### src/rtl/ovl_pkg.sv
// Shared definitions for the ordered value list: sizes, request and
// status codes, word structs and the sequencer state type.
// No dependencies.
`default_nettype none

package ovl_pkg;

  // list capacity and derived widths
  localparam int LIST_DEPTH = 16;
  localparam int IDX_W      = $clog2(LIST_DEPTH);
  localparam int CNT_W      = $clog2(LIST_DEPTH + 1);
  localparam int VAL_W      = 32;
  localparam int POS_W      = 5;

  // request codes
  localparam logic [1:0] FUNC_INSERT = 2'd0;
  localparam logic [1:0] FUNC_DELETE = 2'd1;
  localparam logic [1:0] FUNC_SEARCH = 2'd2;
  localparam logic [1:0] FUNC_EMPTY  = 2'd3;

  // status codes
  localparam logic [1:0] STAT_OK        = 2'd0;
  localparam logic [1:0] STAT_NOT_FOUND = 2'd1;
  localparam logic [1:0] STAT_EMPTY     = 2'd2;
  localparam logic [1:0] STAT_FULL      = 2'd3;

  typedef struct packed {
    logic        [1:0]       func;
    logic signed [VAL_W-1:0] value;
  } req_t;

  typedef struct packed {
    logic [1:0]       status;
    logic [POS_W-1:0] position;
    logic             is_empty;
  } rsp_t;

  typedef enum logic [2:0] {
    ST_IDLE,
    ST_SCAN,
    ST_SHIFT_DN,
    ST_SHIFT_UP,
    ST_INS_HEAD,
    ST_FINISH
  } state_t;

endpackage

`default_nettype wire

### src/rtl/ovl_ram.sv
// Generic simple dual-port RAM: one write port, one read port with
// registered read data. No dependencies.
`default_nettype none

module ovl_ram #(
  parameter int WIDTH = 32,
  parameter int DEPTH = 16
) (
  input  wire logic                     clk,
  input  wire logic                     we,
  input  wire logic [$clog2(DEPTH)-1:0] waddr,
  input  wire logic [WIDTH-1:0]         wdata,
  input  wire logic [$clog2(DEPTH)-1:0] raddr,
  output      logic [WIDTH-1:0]         rdata
);

  logic [WIDTH-1:0] mem [DEPTH];

  // write and registered read
  always_ff @(posedge clk) begin
    if (we) begin
      mem[waddr] <= wdata;
    end
    rdata <= mem[raddr];
  end

endmodule

`default_nettype wire

### src/rtl/ordered_value_list.sv
// Ordered value list, head at entry 0, entries kept in one RAM (ovl_ram). One word at
// a time: requests stall until the last result is loaded for output. Insert moves each
// entry up by one from the tail and writes the new value at the head; delete and search
// walk from the head to the first match, and delete then moves later entries down, one
// entry per cycle. Empty queries, full inserts and words on an empty list skip the walk.
// Reset (rst, synchronous) empties the list; entry contents stay undefined.
`default_nettype none

module ordered_value_list (
  input  wire logic          clk,
  input  wire logic          rst,
  input  wire logic          req_valid,
  output      logic          req_stall,
  input  wire ovl_pkg::req_t req,
  output      logic          rsp_valid,
  input  wire logic          rsp_stall,
  output      ovl_pkg::rsp_t rsp
);

  ovl_pkg::state_t state, state_next;

  logic [ovl_pkg::CNT_W-1:0] count, count_next;
  logic [ovl_pkg::CNT_W-1:0] idx, idx_next;
  logic                      more, more_next;
  logic                      pend, pend_next;
  logic [ovl_pkg::IDX_W-1:0] pidx, pidx_next;
  logic                      del, del_next;
  logic [ovl_pkg::VAL_W-1:0] value_r, value_next;
  logic [1:0]                res_status, res_status_next;
  logic [ovl_pkg::POS_W-1:0] res_pos, res_pos_next;

  logic                      ram_we;
  logic [ovl_pkg::IDX_W-1:0] ram_waddr;
  logic [ovl_pkg::VAL_W-1:0] ram_wdata;
  logic [ovl_pkg::IDX_W-1:0] ram_raddr;
  logic [ovl_pkg::VAL_W-1:0] ram_rdata;

  logic [ovl_pkg::CNT_W-1:0] idx_inc;
  logic [ovl_pkg::CNT_W-1:0] pnext;
  logic                      rsp_load;

  assign idx_inc  = idx + ovl_pkg::CNT_W'(1);
  assign pnext    = ovl_pkg::CNT_W'(pidx) + ovl_pkg::CNT_W'(1);
  assign rsp_load = (state == ovl_pkg::ST_FINISH) && (!rsp_valid || !rsp_stall);

  ovl_ram #(
    .WIDTH(ovl_pkg::VAL_W),
    .DEPTH(ovl_pkg::LIST_DEPTH)
  ) u_entries (
    .clk  (clk),
    .we   (ram_we),
    .waddr(ram_waddr),
    .wdata(ram_wdata),
    .raddr(ram_raddr),
    .rdata(ram_rdata)
  );

  // control registers
  always_ff @(posedge clk) begin
    if (rst) begin
      state <= ovl_pkg::ST_IDLE;
      count <= '0;
      more  <= 1'b0;
      pend  <= 1'b0;
    end else begin
      state <= state_next;
      count <= count_next;
      more  <= more_next;
      pend  <= pend_next;
    end
  end

  // working registers
  always_ff @(posedge clk) begin
    idx        <= idx_next;
    pidx       <= pidx_next;
    del        <= del_next;
    value_r    <= value_next;
    res_status <= res_status_next;
    res_pos    <= res_pos_next;
  end

  // output register: load the finished result, drop it once taken
  always_ff @(posedge clk) begin
    if (rst) begin
      rsp_valid <= 1'b0;
    end else if (rsp_load) begin
      rsp_valid <= 1'b1;
    end else if (!rsp_stall) begin
      rsp_valid <= 1'b0;
    end
  end

  always_ff @(posedge clk) begin
    if (rsp_load) begin
      rsp.status   <= res_status;
      rsp.position <= res_pos;
      rsp.is_empty <= (count == '0);
    end
  end

  // sequencer: walk the RAM one entry per cycle; read data is used in the cycle after its read is issued
  always_comb begin
    state_next      = state;
    count_next      = count;
    idx_next        = idx;
    more_next       = more;
    pend_next       = 1'b0;
    pidx_next       = pidx;
    del_next        = del;
    value_next      = value_r;
    res_status_next = res_status;
    res_pos_next    = res_pos;
    ram_we          = 1'b0;
    ram_waddr       = pidx;
    ram_wdata       = ram_rdata;
    ram_raddr       = idx[ovl_pkg::IDX_W-1:0];
    req_stall       = (state != ovl_pkg::ST_IDLE);

    case (state)
      ovl_pkg::ST_IDLE: begin
        if (req_valid) begin
          value_next      = req.value;
          res_status_next = ovl_pkg::STAT_OK;
          res_pos_next    = '0;
          case (req.func)
            ovl_pkg::FUNC_INSERT: begin
              if (count == ovl_pkg::CNT_W'(ovl_pkg::LIST_DEPTH)) begin
                res_status_next = ovl_pkg::STAT_FULL;
                state_next      = ovl_pkg::ST_FINISH;
              end else if (count == '0) begin
                state_next = ovl_pkg::ST_INS_HEAD;
              end else begin
                idx_next   = count - ovl_pkg::CNT_W'(1);
                more_next  = 1'b1;
                state_next = ovl_pkg::ST_SHIFT_UP;
              end
            end
            ovl_pkg::FUNC_DELETE, ovl_pkg::FUNC_SEARCH: begin
              del_next = (req.func == ovl_pkg::FUNC_DELETE);
              if (count == '0) begin
                res_status_next = ovl_pkg::STAT_EMPTY;
                state_next      = ovl_pkg::ST_FINISH;
              end else begin
                idx_next   = '0;
                more_next  = 1'b1;
                state_next = ovl_pkg::ST_SCAN;
              end
            end
            default: begin
              state_next = ovl_pkg::ST_FINISH;
            end
          endcase
        end
      end

      ovl_pkg::ST_SCAN: begin
        // issue the next read
        if (more) begin
          pend_next = 1'b1;
          pidx_next = idx[ovl_pkg::IDX_W-1:0];
          idx_next  = idx_inc;
          more_next = (idx_inc < count);
        end
        // compare the entry read last cycle
        if (pend) begin
          if (ram_rdata == value_r) begin
            pend_next = 1'b0;
            more_next = 1'b0;
            if (!del) begin
              res_pos_next = ovl_pkg::POS_W'(pnext);
              state_next   = ovl_pkg::ST_FINISH;
            end else if (pnext == count) begin
              count_next = count - ovl_pkg::CNT_W'(1);
              state_next = ovl_pkg::ST_FINISH;
            end else begin
              idx_next   = pnext;
              more_next  = 1'b1;
              state_next = ovl_pkg::ST_SHIFT_DN;
            end
          end else if (!more) begin
            res_status_next = ovl_pkg::STAT_NOT_FOUND;
            state_next      = ovl_pkg::ST_FINISH;
          end
        end
      end

      ovl_pkg::ST_SHIFT_DN: begin
        // close the gap: entry i+1 moves to i
        if (more) begin
          pend_next = 1'b1;
          pidx_next = idx[ovl_pkg::IDX_W-1:0];
          idx_next  = idx_inc;
          more_next = (idx_inc < count);
        end
        if (pend) begin
          ram_we    = 1'b1;
          ram_waddr = pidx - ovl_pkg::IDX_W'(1);
          if (!more) begin
            count_next = count - ovl_pkg::CNT_W'(1);
            state_next = ovl_pkg::ST_FINISH;
          end
        end
      end

      ovl_pkg::ST_SHIFT_UP: begin
        // open the head: entry i moves to i+1, walking down from the tail
        if (more) begin
          pend_next = 1'b1;
          pidx_next = idx[ovl_pkg::IDX_W-1:0];
          idx_next  = idx - ovl_pkg::CNT_W'(1);
          more_next = (idx != '0);
        end
        if (pend) begin
          ram_we    = 1'b1;
          ram_waddr = pidx + ovl_pkg::IDX_W'(1);
          if (!more) begin
            state_next = ovl_pkg::ST_INS_HEAD;
          end
        end
      end

      ovl_pkg::ST_INS_HEAD: begin
        ram_we     = 1'b1;
        ram_waddr  = '0;
        ram_wdata  = value_r;
        count_next = count + ovl_pkg::CNT_W'(1);
        state_next = ovl_pkg::ST_FINISH;
      end

      ovl_pkg::ST_FINISH: begin
        if (!rsp_valid || !rsp_stall) begin
          state_next = ovl_pkg::ST_IDLE;
        end
      end

      default: begin
        state_next = ovl_pkg::ST_IDLE;
      end
    endcase
  end

endmodule

`default_nettype wire

### config.mk
export PLATFORM = sky130hd
export DESIGN_NAME = ordered_value_list
export DESIGN_NICKNAME = d
export VERILOG_FILES = /design/src/rtl/ovl_pkg.sv /design/src/rtl/ovl_ram.sv /design/src/rtl/ordered_value_list.sv
export SDC_FILE = /design/constraint.sdc
export NUM_CORES = 1
export LEC_CHECK = 0
export ABC_CLOCK_PERIOD_IN_PS = 4900
export CAP_MARGIN = 40
export CORE_MARGIN = 2
export CORE_UTILIZATION = 57
export CTS_CLUSTER_SIZE = 28
export DETAILED_ROUTE_END_ITERATION = 6
export DONT_BUFFER_PORTS = 1
export GPL_TIMING_DRIVEN = 0
export PLACE_DENSITY = 0.79
export SLEW_MARGIN = 15
export SYNTH_ARGS = -nofsm -noshare
export SYNTH_HDL_FRONTEND = slang
export SYNTH_SLANG_ARGS = --single-unit
### constraint.sdc
create_clock -name clk -period 4.9 [get_ports clk]
set_clock_uncertainty 0.05 [all_clocks]
set_input_delay 0.735 -clock clk [delete_from_list [all_inputs] [get_ports clk]]
set_output_delay 0.735 -clock clk [all_outputs]
set_load 0.02 [all_outputs]
Word level (Yosys, flattened, before mapping)
Memory sizes are Yosys's and may differ from the RTL's. A register that Yosys moved wholly into a read port is not among the register bits.
Index checks and enable logic that the tools add are counted.
- flip-flop bits (word level): 68
- RAM bits: 512
- output and inout port bits: 10
- logic and storage cells: 148
- memories kept: 1
- memories (memory ; depth ; bits a word ; rd ports ; clocked after memory_dff ; wr ports ; line ; source):
    u_entries.mem ; 16 ; 32 ; 1 ; 1 ; 1 ; ovl_ram.sv:17 ; logic [WIDTH-1:0] mem [DEPTH];
- $add $sub $neg: 7
- $lt $le $gt $ge: 1
- eq/ne operators: 29
- mux-type cells: 72
- reductions and logical operators: 24
- operators with widths (operator ; count):
    $mux 5 ; 20
    $mux 3 ; 13
    $eq 32x32->1 ; 1
    $mux 32 ; 1
    $ne 2x2->1 const B ; 13
    $pmux 5 s2 ; 2
    $pmux 5 s4 ; 1
    $pmux 3 s6 ; 1
    $mux 1 ; 17
    $pmux 5 s3 ; 1
    $reduce_and 7->1 ; 2
    $mux 2 ; 6
    $pmux 4 s3 ; 1
    $add 5x1->5 const B ; 2
    $reduce_and 5->1 ; 2
    $sub 5x1->5 const B ; 2
    $ne 3x3->1 const B ; 3
    $mux 4 ; 2
    $pmux 2 s2 ; 2
    $eq 3x2->1 const B ; 2
    $eq 3x3->1 const B ; 2
    $pmux 1 s2 ; 3
    $pmux 3 s2 ; 1
    $reduce_and 6->1 ; 1
    27 further kinds ; 32

Logic depth before layout (Yosys ltp)
Gate-level depths: netlist of run 1.
- word-level depth: 7
- depth in mapped cells: 12
- gate-level depth less buffers: 9

Cells and area by module
Synthesis of run 1 repeated with hierarchy kept, for this count alone.
- cell total of the unflattened synthesis: 1249
- area, all modules: 24090.6 um^2
- modules (own cells, without submodules) (module ; times used ; cells an instance ; area an instance (um^2) ; sequential area each (um^2)):
    ovl_ram ; 1 ; 838 ; 19835.3 ; 16015.4
    ordered_value_list ; 1 ; 411 ; 4255.3 ; 1931.9

Least setup slack after synthesis of run 1
OpenSTA, ideal clock, no wires.
- path type: reg2reg
- from: register pidx[2] (netlist name)
- to: memory u_entries.mem[6][0] (enable)
- setup time: 421 ps
- arrival: 2941 ps
- data required time: 4429 ps
- path slack: 1488 ps
- stages on the path, launching flop included: 8
- path buffers: 1
- cells stage by stage: edfxtp_1 > buf_6 > or4_1 > a21oi_1 > xnor2_1 > o22a_1 > nand2_1 > nor2_1
- cells in the longest elaborated chain, start to end: 3
- elaborated cells on any way between the ends: 5
- those cells by class: 2 x add/sub; 3 x mux
- RTL lines (item ; line ; source):
    start, declared ; ordered_value_list.sv:26 ; logic [ovl_pkg::IDX_W-1:0] pidx, pidx_next;
    start signal, assigned ; ordered_value_list.sv:76 ; pidx <= pidx_next;
    $add 4x1->4 or $sub 4x1->4 (tied branches) ; ordered_value_list.sv:216, ordered_value_list.sv:198 ;
    $mux 4, on equally long branches ; ordered_value_list.sv:214, ordered_value_list.sv:196 ;
    $pmux 4 s3 (*) ; ordered_value_list.sv:120 ; case (state)
    end, declared ; ovl_ram.sv:17 ;
Mark *: on every way between the ends. The rest lies on a longest branch, timed or not.

Final worst setup path of run 1
- from: register idx[1] (netlist name)
- to: register more
- cells in the longest elaborated chain, start to end: 6
- elaborated cells on any way between the ends: 8
- those cells by class: 1 x add/sub; 1 x order compare; 5 x mux; 1 x reduce/logical
- RTL lines (item ; line ; source):
    start, declared ; ordered_value_list.sv:23 ; logic [ovl_pkg::CNT_W-1:0] idx, idx_next;
    start signal, assigned ; ordered_value_list.sv:75 ; idx <= idx_next;
    $add 5x1->5 ; ordered_value_list.sv:42 ; assign idx_inc = idx + ovl_pkg::CNT_W'(1);
    $lt 5x5->1 ; ordered_value_list.sv:163, ordered_value_list.sv:194 ;
    $mux 1 ; ordered_value_list.sv:159, ordered_value_list.sv:190 ;
    $mux 1 ; ordered_value_list.sv:167 ; if (ram_rdata == value_r) begin
    $mux 1 ; ordered_value_list.sv:166 ; if (pend) begin
    $pmux 1 s4 (*) ; ordered_value_list.sv:120 ;
    end signal, assigned ; ordered_value_list.sv:68 ; more <= more_next;
    end, declared ; ordered_value_list.sv:24 ; logic more, more_next;
Marked as above.
A chain may end at the register's enable or synchronous reset.

==> results.cfg, run 1 <==
[synth]
synth_top_cells_by_count = 569 x edfxtp_1, 160 x mux4_2, 128 x nand2_1
yosysMostFrequentCell = edfxtp_1
netlist_instances = 1227
synth_cell_types = 54
yosysWarnings = 0
synth_top_area_cell = edfxtp_1
syn_area_per_cell_sq_um = 19.65
syn_area_sq_um = 24110
yosys_most_used_dff = edfxtp_1
seq_area_frac_synth = 0.7445
yosys-top-cells-area = edfxtp_1 71%, mux4_2 15%, dfxtp_1 3.6%, nand2_1 2.0%, xor2_1 1.5%
yosysTopAreaCellShare = 0.7088
synth-edff-count = 569
syn_nets = 1279
async_reset_ff_frac = 0
synth_seq_cells = 612

[power]
max-vdd-ir-drop_v = 0.0004266
power.density_nw_per_um2 = 648.1
seqPwrFrac = 0.420
leakagePower_nw = 9.051
clkPwrFrac = 0.263
p_sw_frac = 0.3219
combPwrFrac = 0.316
power_switching_mw = 5.826
intPower_mw = 12.27

[layout]
nNetsFinal = 1390
layoutNonFillerInstCount = 1925
antenna_cells = 0
regArea_sq_um = 17950
multiInputGateArea_sq_um = 5979
final_cell_area_sq_um = 27920
syn_to_final_growth_pct = 15.84
fillers = 2518
drive_gt1_frac = 0.2381

[route]
dr.pass1.iters = 6
drc_errors = 0
wl_um = 61680
wire_per_inst_um = 32.04
drtIter0Drc = 1916
vias_per_cell = 6.778
vias = 13047
postRouteAntennaNets = 0

[setup_path]
worstSetupPathType = flip-flop to flip-flop
endpoint_kind = flip-flop
cp_slowest_cell = clkbuf_1
cp_top_family = buffers and inverters
required_ns = 5.36
crit_chain = clkbuf_1 -> clkbuf_1 -> clkbuf_1 -> inv_1 -> ha_1 -> ha_1 -> a21boi_0 -> o21ai_0 -> a21oi_1 -> o211ai_1 -> a21oi_1 -> a211oi_1
cpPeakStageDelay_ns = 0.69
worstSetupStartpointType = flip-flop
path_buf_inv = 4
worstPathMaxFanout = 10
critical_path.most_common_cell = clkbuf_1
arrival_ns = 4.28

[worst_hold_path]
hp-class = primary input to flip-flop

[timing]
relSlewSlack = 0.3846
final_hold_viol_count = 0
final.setup.worst_slack_ns = 1.081
fmax_ghz = 0.2618
slew_violations = 0
rsz0062_at_grt = false
holdWs_ns = 0.1409
finalCritPeriodShare = 0.7794
max_slew.worst_pin.slew_ns = 0.9147
fin_crit_ns = 3.819
setup_viol = 0

[placed_design]
gp_congestion = 0.9120
dp_hpwl_um = 37910
placed_cells = 1814
place_area_sq_um = 25850
dp_slack_ns = 1.140
io_buffers = 0

[flow_run]
drv_cap = 0

[die]
pin_count = 48
placement_rows = 75
die-area_sq_um = 43950
start_util = 0.5760
fp.coreArea_sq_um = 41850
die_w_um = 209.7
dieHeight_um = 209.7

[clocking]
path_clk_slew_ns = 0.06
cts.sinks = 612
numCtsBuffers = 57
h-tree-depth = 2
hold_buffers = 0
postCtsSetupRepairBufs = 0
cts_resized = 0
worstSkewPairLatency_ns = 0.64
cts_max_path_buffers = 3
cts_root_buf = clkbuf_16
cts_tree = yes

[grt]
grt_pass1_wl_um = 89460
grt_pass1_vias = 13239
track_usage = 0.2889
antenna_found_initial = 0
grt_max_degree = 23
grt.overflow.total = 0

[run_status]
run_status = finished clean
[state kept, by name (all words and copies together) (netlist names)]
register and flops:
u_entries.mem 512, u_entries.rdata 32, value_r 32, rsp 8
count 5, idx 5, res_pos 5, pidx 4
state 3, res_status 2, del 1, more 1
pend 1, rsp_valid 1
[power by group through the flow]
stage          Clock, mW  Combinational (mW)  Sequential [mW]
6_report            4.77                5.72             7.61
3_5_place_dp           0                5.57             7.68
5_1_grt             4.98                6.10             7.64
4_1_cts             4.79                5.66             7.60
3_3_place_gp           0                5.04             7.67
2_1_floorplan          0                3.64             7.55
[final timing paths]
path         cells after the start  slack (ns)        from          end
min reg2reg                      0        0.37  res_pos[2]       rsp[3]
max                             12        1.08      idx[1]         more
min                              0        0.14     req[21]  value_r[21]
max reg2reg                     12        1.08      idx[1]         more
[placed cells by master (no fill, tap or decap), types with 13 or more instances in the layout]
master / synthesis / routed
a21oi_1: 25 / 25
xor2_1: 42 / 42
clkbuf_16: 0 / 58
buf_6: 2 / 19
mux4_2: 160 / 160
o21ai_0: 14 / 14
inv_1: 15 / 15
xnor2_1: 13 / 13
buf_1: 15 / 14
edfxtp_1: 569 / 569
dfxtp_1: 43 / 43
clkbuf_1: 42 / 48
nand3_1: 13 / 13
nor2_4: 0 / 16
nor2_1: 37 / 21
ha_1: 14 / 14
buf_16: 0 / 19
nand2_1: 128 / 128
[routing by layer]
metal / vias to the layer above / track usage / wire, um
met1: 6638 / 0.3873 / 21680
li1: 5181 / - / -
met3: 200 / 0.05970 / 6882
met4: 0 / 0.1384 / 3032
met2: 1028 / 0.4613 / 30090
met5: - / 0 / 0
[cell families (layout without fill, tap and decap cells)]
kind of cell / count (synthesis) / in the layout / synth area share
buffers and inverters: 76 / 235 / 0.01251
adder cells (fa/ha/maj): 14 / 14 / 0.007266
AND/OR/NAND/NOR: 225 / 225 / 0.04090
flip-flops: 612 / 612 / 0.7445
multiplexers: 163 / 163 / 0.1507
AO/OA/AOI/OAI: 81 / 81 / 0.02315
XOR/XNOR: 56 / 56 / 0.02097
[stage by stage]
step	TNS, ns	util	power (mW)
global placement	-334.94	0.5921	12.71
CTS	0	0.6664	18.05
floorplan	0	-	11.20
global route	0	0.6672	18.72
detailed placement	0	0.6175	13.25
finish	0	0.6672	18.10
[area by class of cell]
class / count / area share
inverter: 16 / 0.002151
buffer: 60 / 0.008693
sequential: 612 / 0.6427
clock buffer: 69 / 0.05525
tap: 539 / 0.02415
multi-input combinational: 539 / 0.2141
timing repair buffer: 52 / 0.03490
clock inverter: 38 / 0.01801
No activity file was read; power rests on OpenSTA's default activity.
==> run 2: changes to the inputs <==
--- a/config.mk
+++ b/config.mk
@@ -5,7 +5,7 @@
 export SDC_FILE = /design/constraint.sdc
 export NUM_CORES = 1
 export LEC_CHECK = 0
-export ABC_CLOCK_PERIOD_IN_PS = 4900
+export ABC_CLOCK_PERIOD_IN_PS = 3700
 export CAP_MARGIN = 40
 export CORE_MARGIN = 2
 export CORE_UTILIZATION = 57
==> constraint.sdc (replaced) <==
create_clock -name clk -period 3.7 [get_ports clk]
set_clock_uncertainty 0.05 [all_clocks]
set_input_delay 0.555 -clock clk [delete_from_list [all_inputs] [get_ports clk]]
set_output_delay 0.555 -clock clk [all_outputs]
set_load 0.02 [all_outputs]
==> run 2 against run 1 <==
  * Sequential share of layout area fell by 0.80 points
  * Combinational power rose by 34%
  * Sequential cell count did not move
  * Critical path depth fell by 5
  * Setup slack got worse by 0.97 ns
  * Sequential power rose by 33%
  * Register-to-register slack got worse by 0.97 ns
  * Clock power rose by 32%
  * Die area did not move
  * Critical path type unchanged
  * Largest cell class unchanged
==> results.cfg, run 2 (same netlist as run 1, synthesis figures left out) <==
[layout]
largest_reg_flops = 512
final_cell_area_sq_um = 28270
top_register = u_entries.mem
mostFrequentLayoutCells = 569 x edfxtp_1, 160 x mux4_2, 128 x nand2_1
antenna_cells = 0
reg_top3 = u_entries.mem: 512 flops, u_entries.rdata: 32 flops, value_r: 32 flops
syn_to_final_growth_pct = 17.29
drive_gt1_frac = 0.2363
nNetsFinal = 1426
finish.utilization = 0.6756
final_common_cell = edfxtp_1

[timing]
fin_crit_ns = 3.592
max_slew.worst_pin.slew_ns = 0.9230
relSlewSlack = 0.3847
rsz0062_at_grt = false
setup_viol = 0
fmax_ghz = 0.2784
final_hold_viol_count = 0
slew_violations = 0
tns_ns = 0
finalCritPeriodShare = 0.9708

[setup_path]
endpoint_kind = flip-flop
required_ns = 3.97
worstSetupPathType = flip-flop to flip-flop
worstPathMaxFanout = 17
r2r_slack_ns = 0.11
worstSetupStartpointType = flip-flop
arrival_ns = 3.86

[route]
drtIter0Drc = 1830
postRouteAntennaNets = 0
dr.pass1.iters = 6
vias_per_cell = 6.731
wire_per_inst_um = 32.02
wl_um = 62800
vias = 13199
drc_errors = 0

[grt]
grt.overflow.total = 0
track_usage = 0.2925
antenna_found_initial = 0
grt_pass1_wl_um = 90590
grt_max_degree = 23
grt_pass1_vias = 13416

[clocking]
h-tree-depth = 2
cts.sinks = 612
path_clk_slew_ns = 0.06
cts_root_buf = clkbuf_16
cts_max_path_buffers = 3
numCtsBuffers = 57
worstSkewPairLatency_ns = 0.63
cts_tree = yes

[die]
start_util = 0.5760
die_w_um = 209.7
pin_count = 48
placement_rows = 75
fp.coreArea_sq_um = 41850
die-area_sq_um = 43950
dieHeight_um = 209.7

[placed_design]
gp_congestion = 0.9120
dp_hpwl_um = 37910
place_area_sq_um = 25850
io_buffers = 0

[power]
leakagePower_nw = 9.211
max-vdd-ir-drop_v = 0.0006465
power.density_nw_per_um2 = 849.8

[run_status]
run_status = finished clean

[worst_hold_path]
hp-class = primary input to flip-flop

[flow_run]
drv_cap = 0
[run 2: cell count changes in the layout (fill, tap and decap cells not counted)]
cell / previous run / this run
clkbuf_2: 2 / 5
dlygate4sd3_1: 0 / 32
buf_4: 0 / 3
clkbuf_1: 48 / 46
[run 2: where the power goes]
part | leakage (nW) | switching, mW | internal, mW
clock network | 0.997 | 2.63 | 3.69
registers | 5.51 | 0.437 | 9.64
logic | 2.70 | 4.69 | 2.95
[run 2: critical path, stage by stage, from the launching register on]
cell	delay (ns)
dfxtp_1	0.30
clkbuf_1	0.35
clkinv_1	0.36
nor2_1	0.21
buf_1	0.60
a21oi_1	0.37
nor2_4	0.73
buf_12	0.28
[run 2: final cells by class]
type                            instances  area, sq um
Clock inverter                         38        503.0
Multi-Input combinational cell        539         5979
Sequential cell                       612        17950
Tap cell                              539        674.4
Timing Repair Buffer                   88         1323
Fill cell                            2485        13580
Inverter                               16        60.06
Buffer                                 60        245.2
Clock buffer                           69         1543
[run 2: layer usage]
metal	up-vias	wire, um	track usage
li1	5248	-	-
met2	1010	31050	0.4719
met1	6756	22200	0.3870
met3	185	6745	0.06329
met4	0	2806	0.1367
met5	-	0	0
[run 2: timing repair]
item	CTS	global route
pin swaps	0	2
endpoints found under the hold margin	32	0
resized for setup	1	2
setup buffers	0	3
hold buffers	32	0
setup endpoints to repair	1	32
[run 2: worst paths after layout]
check                                 from                    to  depth (start not counted)
worst max-delay path              state[2]  u_entries.mem[8][26]                          7
worst min register to register  res_pos[2]                rsp[3]                          0
worst max register to register    state[2]  u_entries.mem[8][26]                          7
worst min-delay path             rsp_stall             rsp_valid                          2
[run 2: through the flow]
stage               setup slack (ns)  hold slack, ns  cells  power (mW)
finish                        0.1079          0.1103   1961       24.03
global route                0.001544          0.1089   1961       24.83
CTS                           0.1068         0.08596   1953       23.93
detailed placement          -0.05975          0.3566   1814       17.55
global placement              -2.192          0.3537   1766       16.83
floorplan                     0.2880          0.3503   1227       14.83
